**src/rtl/core/bba_pkg.sv**
```systemverilog
`timescale 1ns / 1ps

package bba_pkg;

    localparam int NUM_BLOCKS = 64;
    localparam int BLK_W      = 6;   // block number field width
    localparam int CNT_W      = 7;   // block count field width
    localparam int FREE_W     = $clog2(NUM_BLOCKS + 1);
    localparam int SUM_W      = CNT_W + 1;

    localparam logic OP_CONTIG  = 1'b0;
    localparam logic OP_SCATTER = 1'b1;

    localparam logic [1:0] ST_OK        = 2'd0;
    localparam logic [1:0] ST_HDR_TAKEN = 2'd1;
    localparam logic [1:0] ST_NO_FREE   = 2'd2;
    localparam logic [1:0] ST_RANGE     = 2'd3;

    typedef struct packed {
        logic             op;
        logic [BLK_W-1:0] start_block;
        logic [CNT_W-1:0] block_count;
        logic             range_bad;
    } cmd_t;

    typedef struct packed {
        logic valid;
        cmd_t cmd;
    } cmd_q_t;

    typedef enum logic [1:0] {
        BK_IDLE,
        BK_CHECK,
        BK_CONTIG,
        BK_SCAN
    } bk_state_t;

endpackage

```
**src/rtl/core/block_bitmap_allocator_top.sv**
```systemverilog
`timescale 1ns / 1ps

// Block bitmap allocator: one used bit per block, all free after reset.
// Input words (s_axis) carry a request: tuser is the op (0 contiguous range,
// 1 scattered with header), tdata holds the start/header block and count.
// Output words (m_axis) carry one granted block each, ascending, with
// tlast on the final word of the request. A failed request gives one word
// with tuser low, block index 0, the status code and tlast high.
// A front end checks bounds and queues up to two requests; the back end
// owns the bitmap and works through one request at a time.
// The back end pops a request into its command register, checks it, then
// answers a failed or empty request from the check state; a contiguous run
// follows it, and a scattered request's first word comes when the scan reaches its lowest block.
// Contiguous run: one word per cycle while the output is not stalled. Scattered
// request: the back end walks the bitmap one block per cycle, likewise unless
// stalled, from block 0 until its last block is granted; that single-block scan sets its rate.
// Reset clears the bitmap at once; no clearing pass is needed.
// When m_axis_tready is low the back end holds its word and stops; the
// queue keeps taking requests until it is full.
module block_bitmap_allocator_top
    import bba_pkg::*;
(
    input  logic        clk,
    input  logic        rst_n,
    input  logic        s_axis_tvalid,
    output logic        s_axis_tready,
    input  logic [15:0] s_axis_tdata,   // start_block[5:0], block_count[12:6], zero pad
    input  logic        s_axis_tuser,   // op
    output logic        m_axis_tvalid,
    input  logic        m_axis_tready,
    output logic [7:0]  m_axis_tdata,   // block_index[5:0], status[7:6]
    output logic        m_axis_tuser,   // block_valid
    output logic        m_axis_tlast
);

    cmd_q_t           q_head;
    logic             q_pop;
    logic [BLK_W-1:0] block_index;
    logic [1:0]       status;

    bba_front u_front (
        .clk         (clk),
        .rst_n       (rst_n),
        .in_valid    (s_axis_tvalid),
        .in_ready    (s_axis_tready),
        .op          (s_axis_tuser),
        .start_block (s_axis_tdata[BLK_W-1:0]),
        .block_count (s_axis_tdata[BLK_W+CNT_W-1:BLK_W]),
        .q_head      (q_head),
        .q_pop       (q_pop)
    );

    bba_back u_back (
        .clk         (clk),
        .rst_n       (rst_n),
        .q_head      (q_head),
        .q_pop       (q_pop),
        .out_valid   (m_axis_tvalid),
        .out_ready   (m_axis_tready),
        .block_valid (m_axis_tuser),
        .block_index (block_index),
        .status      (status),
        .last        (m_axis_tlast)
    );

    assign m_axis_tdata = {status, block_index};

endmodule

```
**src/rtl/core/bba_front.sv**
```systemverilog
`timescale 1ns / 1ps

module bba_front
    import bba_pkg::*;
(
    input  logic             clk,
    input  logic             rst_n,
    input  logic             in_valid,
    output logic             in_ready,
    input  logic             op,
    input  logic [BLK_W-1:0] start_block,
    input  logic [CNT_W-1:0] block_count,
    output cmd_q_t           q_head,
    input  logic             q_pop
);

    localparam int QDEPTH = 2;

    cmd_t            entry_reg [QDEPTH];
    logic            wr_ptr_reg, wr_ptr_next;
    logic            rd_ptr_reg, rd_ptr_next;
    logic [1:0]      fill_reg, fill_next;
    cmd_t            cmd_in;
    logic [SUM_W-1:0] range_end;
    logic            start_bad;
    logic            push;
    logic            pop;

    // bounds are checked here, the bitmap checks happen in the back end
    always_comb
    begin
        range_end = SUM_W'(start_block) + SUM_W'(block_count);
        start_bad = SUM_W'(start_block) >= SUM_W'(NUM_BLOCKS);
        cmd_in.op          = op;
        cmd_in.start_block = start_block;
        cmd_in.block_count = block_count;
        if (op == OP_CONTIG)
        begin
            cmd_in.range_bad = start_bad || (range_end > SUM_W'(NUM_BLOCKS));
        end
        else
        begin
            cmd_in.range_bad = start_bad;
        end
    end

    assign in_ready     = (fill_reg != 2'(QDEPTH));
    assign push         = in_valid && in_ready;
    assign pop          = q_pop && (fill_reg != 2'd0);
    assign q_head.valid = (fill_reg != 2'd0);
    assign q_head.cmd   = entry_reg[rd_ptr_reg];

    always_comb
    begin
        wr_ptr_next = push ? ~wr_ptr_reg : wr_ptr_reg;
        rd_ptr_next = pop ? ~rd_ptr_reg : rd_ptr_reg;
        fill_next   = fill_reg + 2'(push) - 2'(pop);
    end

    always_ff @(posedge clk or negedge rst_n)
    begin
        if (!rst_n)
        begin
            wr_ptr_reg <= 1'b0;
            rd_ptr_reg <= 1'b0;
            fill_reg   <= 2'd0;
        end
        else
        begin
            wr_ptr_reg <= wr_ptr_next;
            rd_ptr_reg <= rd_ptr_next;
            fill_reg   <= fill_next;
        end
    end

    always_ff @(posedge clk)
    begin
        if (push)
        begin
            entry_reg[wr_ptr_reg] <= cmd_in;
        end
    end

endmodule

```
**src/rtl/core/bba_back.sv**
```systemverilog
`timescale 1ns / 1ps

module bba_back
    import bba_pkg::*;
(
    input  logic             clk,
    input  logic             rst_n,
    input  cmd_q_t           q_head,
    output logic             q_pop,
    output logic             out_valid,
    input  logic             out_ready,
    output logic             block_valid,
    output logic [BLK_W-1:0] block_index,
    output logic [1:0]       status,
    output logic             last
);

    bk_state_t           state_reg, state_next;
    cmd_t                cmd_reg, cmd_next;
    logic [NUM_BLOCKS-1:0] used_reg, used_next;
    logic [FREE_W-1:0]   free_reg, free_next;
    logic [BLK_W-1:0]    cur_reg, cur_next;
    logic [CNT_W-1:0]    data_left_reg, data_left_next;
    logic [CNT_W-1:0]    left_reg, left_next;

    logic                ov_reg, ov_next;
    logic                ob_valid_reg, ob_valid_next;
    logic [BLK_W-1:0]    ob_index_reg, ob_index_next;
    logic [1:0]          ob_status_reg, ob_status_next;
    logic                ob_last_reg, ob_last_next;

    logic                can_push;
    logic [SUM_W-1:0]    rng_lo, rng_hi;
    logic                range_busy;
    logic                hdr_used;
    logic                short_free;
    logic                check_fail;
    logic                zero_len;
    logic [BLK_W-1:0]    end_idx;
    logic                contig_last;
    logic                scan_take;
    logic                scan_done;
    logic                emit;
    logic [BLK_W-1:0]    emit_idx;
    logic [1:0]          emit_status;
    logic                emit_bvalid;
    logic                emit_last;
    logic                mark_en;

    assign can_push = !ov_reg || out_ready;

    // checks on the current command
    always_comb
    begin
        rng_lo     = SUM_W'(cmd_reg.start_block);
        rng_hi     = SUM_W'(cmd_reg.start_block) + SUM_W'(cmd_reg.block_count);
        range_busy = 1'b0;
        for (int i = 0; i < NUM_BLOCKS; i++)
        begin
            if (used_reg[i] && (SUM_W'(i) >= rng_lo) && (SUM_W'(i) < rng_hi))
            begin
                range_busy = 1'b1;
            end
        end
        hdr_used   = used_reg[cmd_reg.start_block];
        // header is free, so free_reg - 1 blocks remain for data
        short_free = (SUM_W'(cmd_reg.block_count) + SUM_W'(1)) > SUM_W'(free_reg);
        zero_len   = (cmd_reg.block_count == '0);
        if (cmd_reg.range_bad)
        begin
            check_fail = 1'b1;
        end
        else if (cmd_reg.op == OP_CONTIG)
        begin
            check_fail = range_busy;
        end
        else
        begin
            check_fail = hdr_used || short_free;
        end
        end_idx     = cmd_reg.start_block + cmd_reg.block_count[BLK_W-1:0] - 1'b1;
        contig_last = (cur_reg == end_idx);
        scan_take   = (cur_reg == cmd_reg.start_block) ||
                      (!used_reg[cur_reg] && (data_left_reg != '0));
        scan_done   = scan_take && (left_reg == CNT_W'(1));
    end

    // next state
    always_comb
    begin
        state_next = state_reg;
        case (state_reg)
            BK_IDLE:
            begin
                if (q_head.valid)
                begin
                    state_next = BK_CHECK;
                end
            end
            BK_CHECK:
            begin
                if (can_push)
                begin
                    if (check_fail)
                    begin
                        state_next = BK_IDLE;
                    end
                    else if (cmd_reg.op == OP_CONTIG)
                    begin
                        state_next = zero_len ? BK_IDLE : BK_CONTIG;
                    end
                    else
                    begin
                        state_next = BK_SCAN;
                    end
                end
            end
            BK_CONTIG:
            begin
                if (can_push && contig_last)
                begin
                    state_next = BK_IDLE;
                end
            end
            BK_SCAN:
            begin
                if (can_push && scan_done)
                begin
                    state_next = BK_IDLE;
                end
            end
            default:
            begin
                state_next = BK_IDLE;
            end
        endcase
    end

    // outputs and datapath
    always_comb
    begin
        q_pop          = 1'b0;
        cmd_next       = cmd_reg;
        cur_next       = cur_reg;
        data_left_next = data_left_reg;
        left_next      = left_reg;
        emit           = 1'b0;
        emit_idx       = '0;
        emit_status    = ST_OK;
        emit_bvalid    = 1'b0;
        emit_last      = 1'b1;
        mark_en        = 1'b0;
        case (state_reg)
            BK_IDLE:
            begin
                if (q_head.valid)
                begin
                    q_pop    = 1'b1;
                    cmd_next = q_head.cmd;
                end
            end
            BK_CHECK:
            begin
                if (can_push)
                begin
                    cur_next       = (cmd_reg.op == OP_CONTIG) ? cmd_reg.start_block : '0;
                    data_left_next = cmd_reg.block_count;
                    left_next      = cmd_reg.block_count + 1'b1;
                    if (cmd_reg.range_bad)
                    begin
                        emit        = 1'b1;
                        emit_status = ST_RANGE;
                    end
                    else if (cmd_reg.op == OP_CONTIG)
                    begin
                        if (range_busy)
                        begin
                            emit        = 1'b1;
                            emit_status = ST_NO_FREE;
                        end
                        else if (zero_len)
                        begin
                            emit = 1'b1;
                        end
                    end
                    else if (hdr_used)
                    begin
                        emit        = 1'b1;
                        emit_status = ST_HDR_TAKEN;
                    end
                    else if (short_free)
                    begin
                        emit        = 1'b1;
                        emit_status = ST_NO_FREE;
                    end
                end
            end
            BK_CONTIG:
            begin
                if (can_push)
                begin
                    emit        = 1'b1;
                    emit_bvalid = 1'b1;
                    emit_idx    = cur_reg;
                    emit_last   = contig_last;
                    mark_en     = 1'b1;
                    cur_next    = cur_reg + 1'b1;
                end
            end
            BK_SCAN:
            begin
                if (can_push)
                begin
                    cur_next = cur_reg + 1'b1;
                    if (scan_take)
                    begin
                        emit        = 1'b1;
                        emit_bvalid = 1'b1;
                        emit_idx    = cur_reg;
                        emit_last   = scan_done;
                        mark_en     = 1'b1;
                        left_next   = left_reg - 1'b1;
                        if (cur_reg != cmd_reg.start_block)
                        begin
                            data_left_next = data_left_reg - 1'b1;
                        end
                    end
                end
            end
            default:
            begin
                q_pop = 1'b0;
            end
        endcase
    end

    always_comb
    begin
        used_next = used_reg;
        free_next = free_reg;
        if (mark_en)
        begin
            used_next[emit_idx] = 1'b1;
            free_next           = free_reg - 1'b1;
        end
    end

    // output register: loads while empty or being drained
    always_comb
    begin
        ov_next        = ov_reg;
        ob_valid_next  = ob_valid_reg;
        ob_index_next  = ob_index_reg;
        ob_status_next = ob_status_reg;
        ob_last_next   = ob_last_reg;
        if (emit)
        begin
            ov_next        = 1'b1;
            ob_valid_next  = emit_bvalid;
            ob_index_next  = emit_idx;
            ob_status_next = emit_status;
            ob_last_next   = emit_last;
        end
        else if (out_ready)
        begin
            ov_next = 1'b0;
        end
    end

    always_ff @(posedge clk or negedge rst_n)
    begin
        if (!rst_n)
        begin
            state_reg <= BK_IDLE;
            used_reg  <= '0;
            free_reg  <= FREE_W'(NUM_BLOCKS);
            ov_reg    <= 1'b0;
        end
        else
        begin
            state_reg <= state_next;
            used_reg  <= used_next;
            free_reg  <= free_next;
            ov_reg    <= ov_next;
        end
    end

    always_ff @(posedge clk)
    begin
        cmd_reg       <= cmd_next;
        cur_reg       <= cur_next;
        data_left_reg <= data_left_next;
        left_reg      <= left_next;
        ob_valid_reg  <= ob_valid_next;
        ob_index_reg  <= ob_index_next;
        ob_status_reg <= ob_status_next;
        ob_last_reg   <= ob_last_next;
    end

    assign out_valid   = ov_reg;
    assign block_valid = ob_valid_reg;
    assign block_index = ob_index_reg;
    assign status      = ob_status_reg;
    assign last        = ob_last_reg;

endmodule
```
**config.mk**
```make
export PLATFORM = sky130hd
export DESIGN_NAME = block_bitmap_allocator_top
export DESIGN_NICKNAME = d
export VERILOG_FILES = /design/src/rtl/core/bba_pkg.sv /design/src/rtl/core/block_bitmap_allocator_top.sv /design/src/rtl/core/bba_front.sv /design/src/rtl/core/bba_back.sv
export SDC_FILE = /design/constraint.sdc
export NUM_CORES = 1
export LEC_CHECK = 0
export BUFFER_PORTS_ARGS = -buffer_cell sky130_fd_sc_hd__buf_2
export CAP_MARGIN = 25
export CORE_ASPECT_RATIO = 1.5
export CORE_MARGIN = 4
export CORE_UTILIZATION = 45
export CTS_BUF_LIST = sky130_fd_sc_hd__clkbuf_4
export DETAILED_ROUTE_END_ITERATION = 10
export SYNTH_ARGS = -nofsm -noshare
export SYNTH_HDL_FRONTEND = slang
export SYNTH_SLANG_ARGS = --single-unit
```
**constraint.sdc**
```tcl
create_clock -name clk -period 11.6 [get_ports clk]
set_clock_uncertainty 0.15 [all_clocks]
set_input_delay 1.74 -clock clk [delete_from_list [all_inputs] [get_ports clk]]
set_output_delay 1.74 -clock clk [all_outputs]
set_load 0.005 [all_outputs]
```
-- Word-level counts from Yosys, hierarchy flattened
Memory sizes are Yosys's and may differ from the RTL's. A register that Yosys moved wholly into a read port is not among the register bits.
Index checks and enable logic that the tools add are counted.
- memory bits (writable): 30
- input bits: 21
- register bits: 108
- memories: 1
- memory list (name ; words ; bits a word ; rd ports ; clocked after Yosys merged registers in ; wr ports ; line ; text):
    u_front.entry_reg ; 2 ; 15 ; 1 ; 1 ; 1 ; bba_front.sv:19 ; cmd_t entry_reg [QDEPTH];
- $lt $le $gt $ge: 133
- muxes and demuxes: 125
- reduce and logical (&&, ||, !) cells: 153
- equal/unequal tests: 16
- $add $sub $neg: 12
- bitwise operators: 3
- operator list (kind ; count):
    6-bit by 8-bit less-than comparator with 1-bit output (first input constant) ; 32
    6-bit greater-or-equal comparator (first input constant) ; 31
    1-bit logical AND ; 134
    5-bit by 8-bit less-than comparator with 1-bit output (first input constant) ; 16
    5-bit by 6-bit greater-or-equal comparator with 1-bit output (first input constant) ; 16
    1-bit two-way mux ; 89
    4-bit by 8-bit less-than comparator with 1-bit output (first input constant) ; 8
    64-bit OR ; 1
    7-bit two-way mux ; 7
    4-bit by 6-bit greater-or-equal comparator with 1-bit output (first input constant) ; 8
    6-bit two-way mux ; 6
    3-bit by 8-bit less-than comparator with 1-bit output (first input constant) ; 4
    7-bit case mux with 2 select lines ; 2
    3-bit by 6-bit greater-or-equal comparator with 1-bit output (first input constant) ; 4
    2-bit two-way mux ; 12
    6-bit case mux with 2 select lines ; 2
    6-bit by 7-bit less-than comparator with 1-bit output (second input constant) ; 3
    7-bit by 1-bit subtractor with 7-bit output (second input constant) ; 3
    6-bit by 7-bit adder with 8-bit output ; 2
    1-bit by 8-bit less-than comparator with 1-bit output (first input constant) ; 2
    2-bit by 8-bit less-than comparator with 1-bit output (first input constant) ; 2
    2-bit by 1-bit != test with 1-bit output (second input constant) ; 7
    1-bit binary-select mux with 6-bit select ; 2
    6-bit == test ; 2
    33 further kinds ; 47

-- Longest topological paths before layout
Gate-level depths: netlist of run 1.
- depth in word-level cells: 73
- gate-level depth with buffers: 16
- gate-level depth less buffers: 13

-- Cells and area by module
From an unflattened synthesis of run 1, not the netlist that was laid out.
- cells, all modules: 975
- area total of the unflattened synthesis: 10105.9 sq um
- modules (own cells, without submodules) (module ; cells an instance ; times used ; area each (sq um)):
    bba_back ; 873 ; 1 ; 8543.2
    bba_front ; 102 ; 1 ; 1562.7

-- Worst setup path after synthesis of run 1
Ideal clock, no wire load.
- path type: reg2reg
- start point: reg u_back.cmd_reg[8] (netlist name)
- end point: reg u_back.ob_index_reg[0], in the netlist u_back.block_index[0], enable pin
- stages on the path, launching flop included: 15
- buffers on the path: 4
- data arrival time: 3932 ps
- setup slack: 7200 ps
- library setup time: 318 ps
- path through: edfxtp_1 > buf_2 > buf_4 > buf_2 > inv_1 > ha_1 > clkbuf_1 > o311ai_0 > a21boi_0 > o32ai_1 > nand4_1 > or4_1 > or4_4 > o311ai_2 > nand2_1
- cells in the longest elaborated chain, start to end: 72
- RTL lines (what ; line ; text):
    start: declaration ; bba_back.sv:19 ; cmd_t cmd_reg, cmd_next;
    start signal: assignment ; bba_back.sv:290 ; cmd_reg <= cmd_next;
    6-bit by 7-bit adder with 8-bit output or 1-bit by 6-bit greater-or-equal comparator with 1-bit output (tied branches) ; bba_back.sv:56, bba_back.sv:60 ;
    1-bit by 8-bit less-than comparator with 1-bit output or 1-bit logical AND (tied branches) ; bba_back.sv:60 ; if (used_reg[i] && (SUM_W'(i) >= rng_lo) && (SUM_W'(i) < rng_hi))
    1-bit logical AND ; bba_back.sv:60 ;
    1-bit two-way mux (64 in series) ; bba_back.sv:60 ;
    1-bit two-way mux ; bba_back.sv:176 ; if (range_busy)
    1-bit two-way mux ; bba_back.sv:174 ; else if (cmd_reg.op == OP_CONTIG)
    1-bit two-way mux ; bba_back.sv:169 ; if (cmd_reg.range_bad)
    1-bit two-way mux ; bba_back.sv:164 ; if (can_push)
    1-bit case mux with 3 select lines (*) ; bba_back.sv:153 ; case (state_reg)
    via u_back.emit ; bba_back.sv:43 ; logic emit;
    end signal: assignment ; bba_back.sv:295 ; ob_index_reg <= ob_index_next;
    end: declaration ; bba_back.sv:28 ; logic [BLK_W-1:0] ob_index_reg, ob_index_next;
The timed path passes the listed nets; every way through them passes the cells marked *. The select of a mux whose other input is x is not followed.
A chain may end at the register's enable or synchronous reset.

-- Worst setup path after layout of run 1
- start point: reg u_back.cmd_reg[11] (netlist name)
- end point: reg u_back.ob_index_reg[0], in the netlist u_back.block_index[0], enable pin
The elaborated chain is that of the path after synthesis.

==> flow_metrics.env, run 1 <==
export IMPL_ys_ff_latch=153
export IMPL_placedCellCount=1271
export IMPL_tightest_slew_ps=1025
export IMPL_drc=0
export IMPL_gr_total_overflow=0
export IMPL_rsz0062_at_grt="no"
export IMPL_clock_latency_ps=590
export IMPL_cts_buffers=17
export IMPL_status="finished, final reports clean"
export IMPL_clk_pin_slew_ps=130
export IMPL_drtAntennaViolNets=0
export IMPL_use_met3=0.03920
export IMPL_hold_slack_ps=338.3
export IMPL_synth_edff_count=75
export IMPL_drt_pass1_iterations=5
export IMPL_pin_count=33
export IMPL_drive_gt1_frac=0.1973
export IMPL_worstHoldStart="u_back.free_reg[2]"
export IMPL_die_x_um=131.8
export IMPL_synth_fp_nets=1076
export IMPL_track_usage=0.2441
export IMPL_start_util=0.4607
export IMPL_port_buffers=29
export IMPL_clock_path_buffers=2
export IMPL_antenna_found_initial=1
export IMPL_nNetsFinal=1077
export IMPL_grt_max_degree=79
export IMPL_area_growth_pct=6.116
export IMPL_vias=8570
export IMPL_root_buffer="clkbuf_4"
export IMPL_fmax_ghz=0.1836
export IMPL_hold_viol=0
export IMPL_syn_instance_count=1015
export IMPL_worstHoldPathType="flop to flop"
export IMPL_end_kind="flop"
export IMPL_yosysSeqAreaShare=0.4063
export IMPL_startpoint="u_back.cmd_reg[11]"
export IMPL_dieArea_um2=25540
export IMPL_grt_busiest_layer="met2"
export IMPL_yosys_area_share_simple=0.1443
export IMPL_cap_violations=0
export IMPL_yosysUniqueCellTypes=90
export IMPL_drt_initial_drc_count=728
export IMPL_min_period_ps=5447
export IMPL_synth_mux_area_frac=0.09283
export IMPL_finalSetupTns_ps=0
export IMPL_netlist_area_um2=10350
export IMPL_cts_sinks=153
export IMPL_regArea_um2=4205
export IMPL_gp_congestion=1.030
export IMPL_ctsHoldBuffers=0
export IMPL_layout_cells_non_filler=1310
export IMPL_largest_reg_flops=64
export IMPL_async_flop_share=0.5098
export IMPL_crit_type="flop to flop"
export IMPL_report_final_slew_viol_count=0
export IMPL_synth_adder_area_share=0.05149
export IMPL_finalCritPeriodShare=0.4695
export IMPL_start_kind="flop"
export IMPL_multi_input_area_um2=5648
export IMPL_via_per_inst=6.542
export IMPL_ys_warn_count=0
export IMPL_htree_levels=4
export IMPL_met1_usage=0.2862
export IMPL_routed_wirelength_mm=30.99
export IMPL_synth_ff_type="dfrtp_1"
export IMPL_finalSetupViolations=0
export IMPL_wl_per_cell_um=23.66
export IMPL_slew_headroom=0.3078
export IMPL_nFillCells=2101
export IMPL_synth_compound_area_frac=0.2103
export IMPL_use_met2=0.4255
export IMPL_ctsResizeCount=0
export IMPL_grt_pass1_vias=8551
export IMPL_postLayoutCoreUtil=0.4889
export IMPL_core_area_um2=22470
export IMPL_die_y_um=193.8
export IMPL_crit_required_ps=11710
export IMPL_crit_fanout=34
export IMPL_synthXorXnorAreaFrac=0.04569
export IMPL_cts_tree="built"
export IMPL_placementRows=67
export IMPL_synth_avg_cell_area_um2=10.20
export IMPL_hpwl_mm=22.49
export IMPL_postCtsSetupBuffers=0
export IMPL_synth_top_family_by_area="compound AO/OA/AOI/OAI gates"
export IMPL_grt_pass1_wl_mm=48.86
export IMPL_r2r_start="u_back.cmd_reg[11]"
export IMPL_cp_data_arrival_time_ps=5560
-- cell type report --
class | count | area share
Tap cell | 276 | 0.03144
Clock buffer | 19 | 0.01299
Timing Repair Buffer | 53 | 0.03167
Inverter | 48 | 0.01640
Clock inverter | 13 | 0.009340
Multi-Input combinational cell | 743 | 0.5142
Sequential cell | 153 | 0.3828
Antenna cell | 5 | 0.001139
-- layout by cell type (no fill, tap or decap), drive strengths merged, types with 6 or more instances in the layout --
| master | instances |
|---|---|
| a41o | 14 |
| o21a | 12 |
| o21ai | 65 |
| o211ai | 11 |
| xor2 | 20 |
| nand2 | 82 |
| mux4 | 30 |
| nor2b | 11 |
| and2 | 13 |
| nand3 | 34 |
| mux2 | 20 |
| o2111ai | 7 |
| nor4 | 14 |
| nand2b | 10 |
| buf | 53 |
| o311ai | 7 |
| a21oi | 46 |
| a22oi | 6 |
| mux2i | 6 |
| xnor2 | 34 |
| ha | 37 |
| a31oi | 7 |
| clkbuf | 19 |
| and3 | 7 |
| or2 | 10 |
| nor2 | 50 |
| a21o | 13 |
| clkinv | 9 |
| dfrtp | 77 |
| o22ai | 7 |
| a22o | 7 |
| nand4 | 18 |
| nor3 | 20 |
| inv | 49 |
| a31o | 39 |
| o31ai | 11 |
| edfxtp | 75 |
| o21bai | 10 |
-- metrics by stage --
stage          cell area, um^2  setup slack [ps]
2_1_floorplan            10350              7200
3_3_place_gp             10680              6262
3_5_place_dp             10690              6215
4_1_cts                  10940              6193
5_1_grt                  10980              5889
6_report                 10980              6153
-- cells in the mapped netlist (all sizes together), types with 30 or more instances --
library cell	count	area [um^2]
a21oi	46	245.2
a31o	39	341.6
buf	34	188.9
clkbuf	37	138.9
dfrtp	77	1927
edfxtp	75	2252
ha	37	462.9
inv	47	176.4
mux4	30	675.7
nand2	82	310.3
nand3	34	187.7
nor2	50	187.7
o21ai	65	325.3
xnor2	34	297.8
-- logic make-up after synthesis --
group,count (synthesis)
adder cells (fa/ha/maj),41
buffers and inverters,119
flip-flops,153
XOR/XNOR,54
AO/OA/AOI/OAI,301
AND/OR/NAND/NOR,291
multiplexers,56
-- per-layer routing --
layer	part of all wire	vias up
met5	0	-
met4	0.059	0
met3	0.054	115
met2	0.50	339
met1	0.38	4236
li1	-	3880
-- path summary, 6_finish.rpt --
| check | slack (ps) | endpoint | cells after the start |
|---|---|---|---|
| max | 6150 | u_back.block_index[0] | 12 |
| min | 340 | u_back.free_reg[2] | 1 |
| max reg2reg | 6150 | u_back.block_index[0] | 12 |
| min reg2reg | 340 | u_back.free_reg[2] | 1 |
| max in group asynchronous | 9900 | u_front.fill_reg[1] | 2 |
| min in group asynchronous | 810 | u_back.used_reg[10] | 1 |
-- critical path: stages, from the launching register on --
cell	delay (ps)
edfxtp_1	340
buf_4	350
clkinv_1	450
ha_1	620
o21ai_0	200
nor2_1	370
nor2_1	310
a221oi_1	360
nand4_1	180
a2111o_1	440
or4_4	540
o311ai_2	400
nand2_1	360
Power of run 1 is not shown: default switching activity piles up to over one toggle a cycle in this logic, so the estimate is an artifact.
==> run 2, diff against run 1 <==
==> constraint.sdc (replaced) <==
create_clock -name clk -period 5.6 [get_ports clk]
set_clock_uncertainty 0.15 [all_clocks]
set_input_delay 0.84 -clock clk [delete_from_list [all_inputs] [get_ports clk]]
set_output_delay 0.84 -clock clk [all_outputs]
set_load 0.005 [all_outputs]
==> flow_metrics.env, run 2 (synthesis gave the netlist of run 1 again) <==
export IMPL_grt_pass1_wl_mm=51.16
export IMPL_start_kind="flop"
export IMPL_gp_congestion=0.9876
export IMPL_min_period_ps=4818
export IMPL_cts_buffers=17
export IMPL_die_x_um=131.8
export IMPL_clk_pin_slew_ps=130
export IMPL_die_y_um=193.8
export IMPL_end_kind="flop"
export IMPL_finalCritPeriodShare=0.8604
export IMPL_drt_pass1_iterations=5
export IMPL_grt_max_degree=79
export IMPL_drt_initial_drc_count=683
export IMPL_grt_pass1_vias=8786
export IMPL_status="finished, final reports clean"
export IMPL_worstHoldPathType="primary input to flop"
export IMPL_final_cell_mix="nand2_1 (81), dfrtp_1 (77), edfxtp_1 (75)"
export IMPL_post_dp_cell_area_um2=10830
export IMPL_report_final_slew_viol_count=0
export IMPL_start_util=0.4607
export IMPL_htree_levels=4
export IMPL_nFillCells=2126
export IMPL_dieArea_um2=25540
export IMPL_routed_wirelength_mm=32.73
export IMPL_nNetsFinal=1096
export IMPL_clock_path_buffers=2
export IMPL_vias=8624
export IMPL_max_stage_delay_ps=630
export IMPL_core_area_um2=22470
export IMPL_port_buffers=29
export IMPL_finalSetupViolations=0
export IMPL_slew_headroom=0.3303
export IMPL_cp_data_arrival_time_ps=4940
export IMPL_gr_total_overflow=0
export IMPL_tightest_slew_ps=1005
export IMPL_rsz0062_at_grt="no"
export IMPL_cap_violations=0
export IMPL_fmax_ghz=0.2075
export IMPL_postCtsSetupBuffers=0
export IMPL_crit_type="flop to flop"
export IMPL_wl_per_cell_um=24.68
export IMPL_crit_required_ps=5720
export IMPL_cts_sinks=153
export IMPL_root_buffer="clkbuf_4"
export IMPL_final_common_cell="nand2_1"
export IMPL_clock_latency_ps=600
export IMPL_drc=0
export IMPL_placementRows=67
export IMPL_crit_fanout=10
export IMPL_via_per_inst=6.504
export IMPL_hpwl_mm=24.45
export IMPL_hold_depth=1
export IMPL_crit_chain="inv_1, ha_1, a211oi_2, o21ai_1, a21boi_0, o221a_2, nand4_1, or4_1, or4_4, o311ai_2, nand2_1"
export IMPL_cts_tree="built"
export IMPL_finalSetupTns_ps=0
export IMPL_fin_area_um2=11100
export IMPL_pin_count=33
export IMPL_area_growth_pct=7.192
export IMPL_r2r_cells=11
export IMPL_drive_gt1_frac=0.2118
export IMPL_antenna_found_initial=2
export IMPL_critPathSlowestCell="edfxtp_1"
export IMPL_largest_reg_flops=64
export IMPL_drtAntennaViolNets=0
export IMPL_track_usage=0.2599
export IMPL_hold_viol=0
-- run 2: cell types whose count changed in the layout (fill, tap and decap cells not counted), sizes merged --
cell         previous run  this run
bufinv                  1         0
buf                    53        71
dlygate4sd3             0         1
clkinvlp                2         1
diode                   5         2
clkinv                  9         8
inv                    49        52
-- run 2: cell type report --
| type | count | area [um^2] | area share |
|---|---|---|---|
| clock buffers | 19 | 142.6 | 0.01286 |
| repair buffers | 72 | 496.7 | 0.04477 |
| multi-input cells | 743 | 5643 | 0.5086 |
| flip-flops and latches | 153 | 4205 | 0.3790 |
| well taps | 276 | 345.3 | 0.03112 |
| inverters | 48 | 180.2 | 0.01624 |
| diodes | 2 | 5.005 | 0.0004511 |
| clock inverters | 13 | 77.57 | 0.006991 |
-- run 2: per-stage QoR --
stage	std cells	hold WS, ps	setup WS [ps]	utilization
after global routing	1326	250.6	597.7	0.4939
after CTS	1322	244.4	813.6	0.4920
final	1326	301.5	781.8	0.4939
after global placement	1288	313.6	798.6	0.4813
after floorplan	1015	294.8	1200	-
after detailed placement	1290	316.2	793.4	0.4822
-- run 2: per-layer routing --
metal / global-route usage / vias to the layer above / share of wire
li1: - / 3916 / -
met1: 0.2989 / 4291 / 0.38
met2: 0.4551 / 294 / 0.51
met3: 0.04517 / 123 / 0.048
met4: 0.1475 / 0 / 0.058
met5: 0 / - / 0
-- run 2: timing repair --
action,4_1_cts,5_1_grt
endpoints found under the hold margin,0,23
hold buffers,0,1
gates resized for setup,0,0
-- run 2: worst paths after layout --
path | slack [ps] | end | from
worst max register to register | 780 | u_back.block_index[5] | u_back.cmd_reg[9]
max in group asynchronous | 4110 | u_back.free_reg[6] | rst_n
worst min-delay path | 300 | u_front.entry_reg[1][6] | s_axis_tdata[11]
worst max-delay path | 780 | u_back.block_index[5] | u_back.cmd_reg[9]
worst min register to register | 340 | u_back.free_reg[3] | u_back.free_reg[3]
min in group asynchronous | 550 | u_back.used_reg[62] | rst_n
-- run 2: critical path: cells and delay by family (launching register included) --
kind / cells / cell delay [ps]
compound gates: 5 / 1760
fa+ha+maj: 1 / 380
buf+inv: 1 / 190
flops: 1 / 630
simple gates: 4 / 1410
Power of run 2 is left out for the same reason.
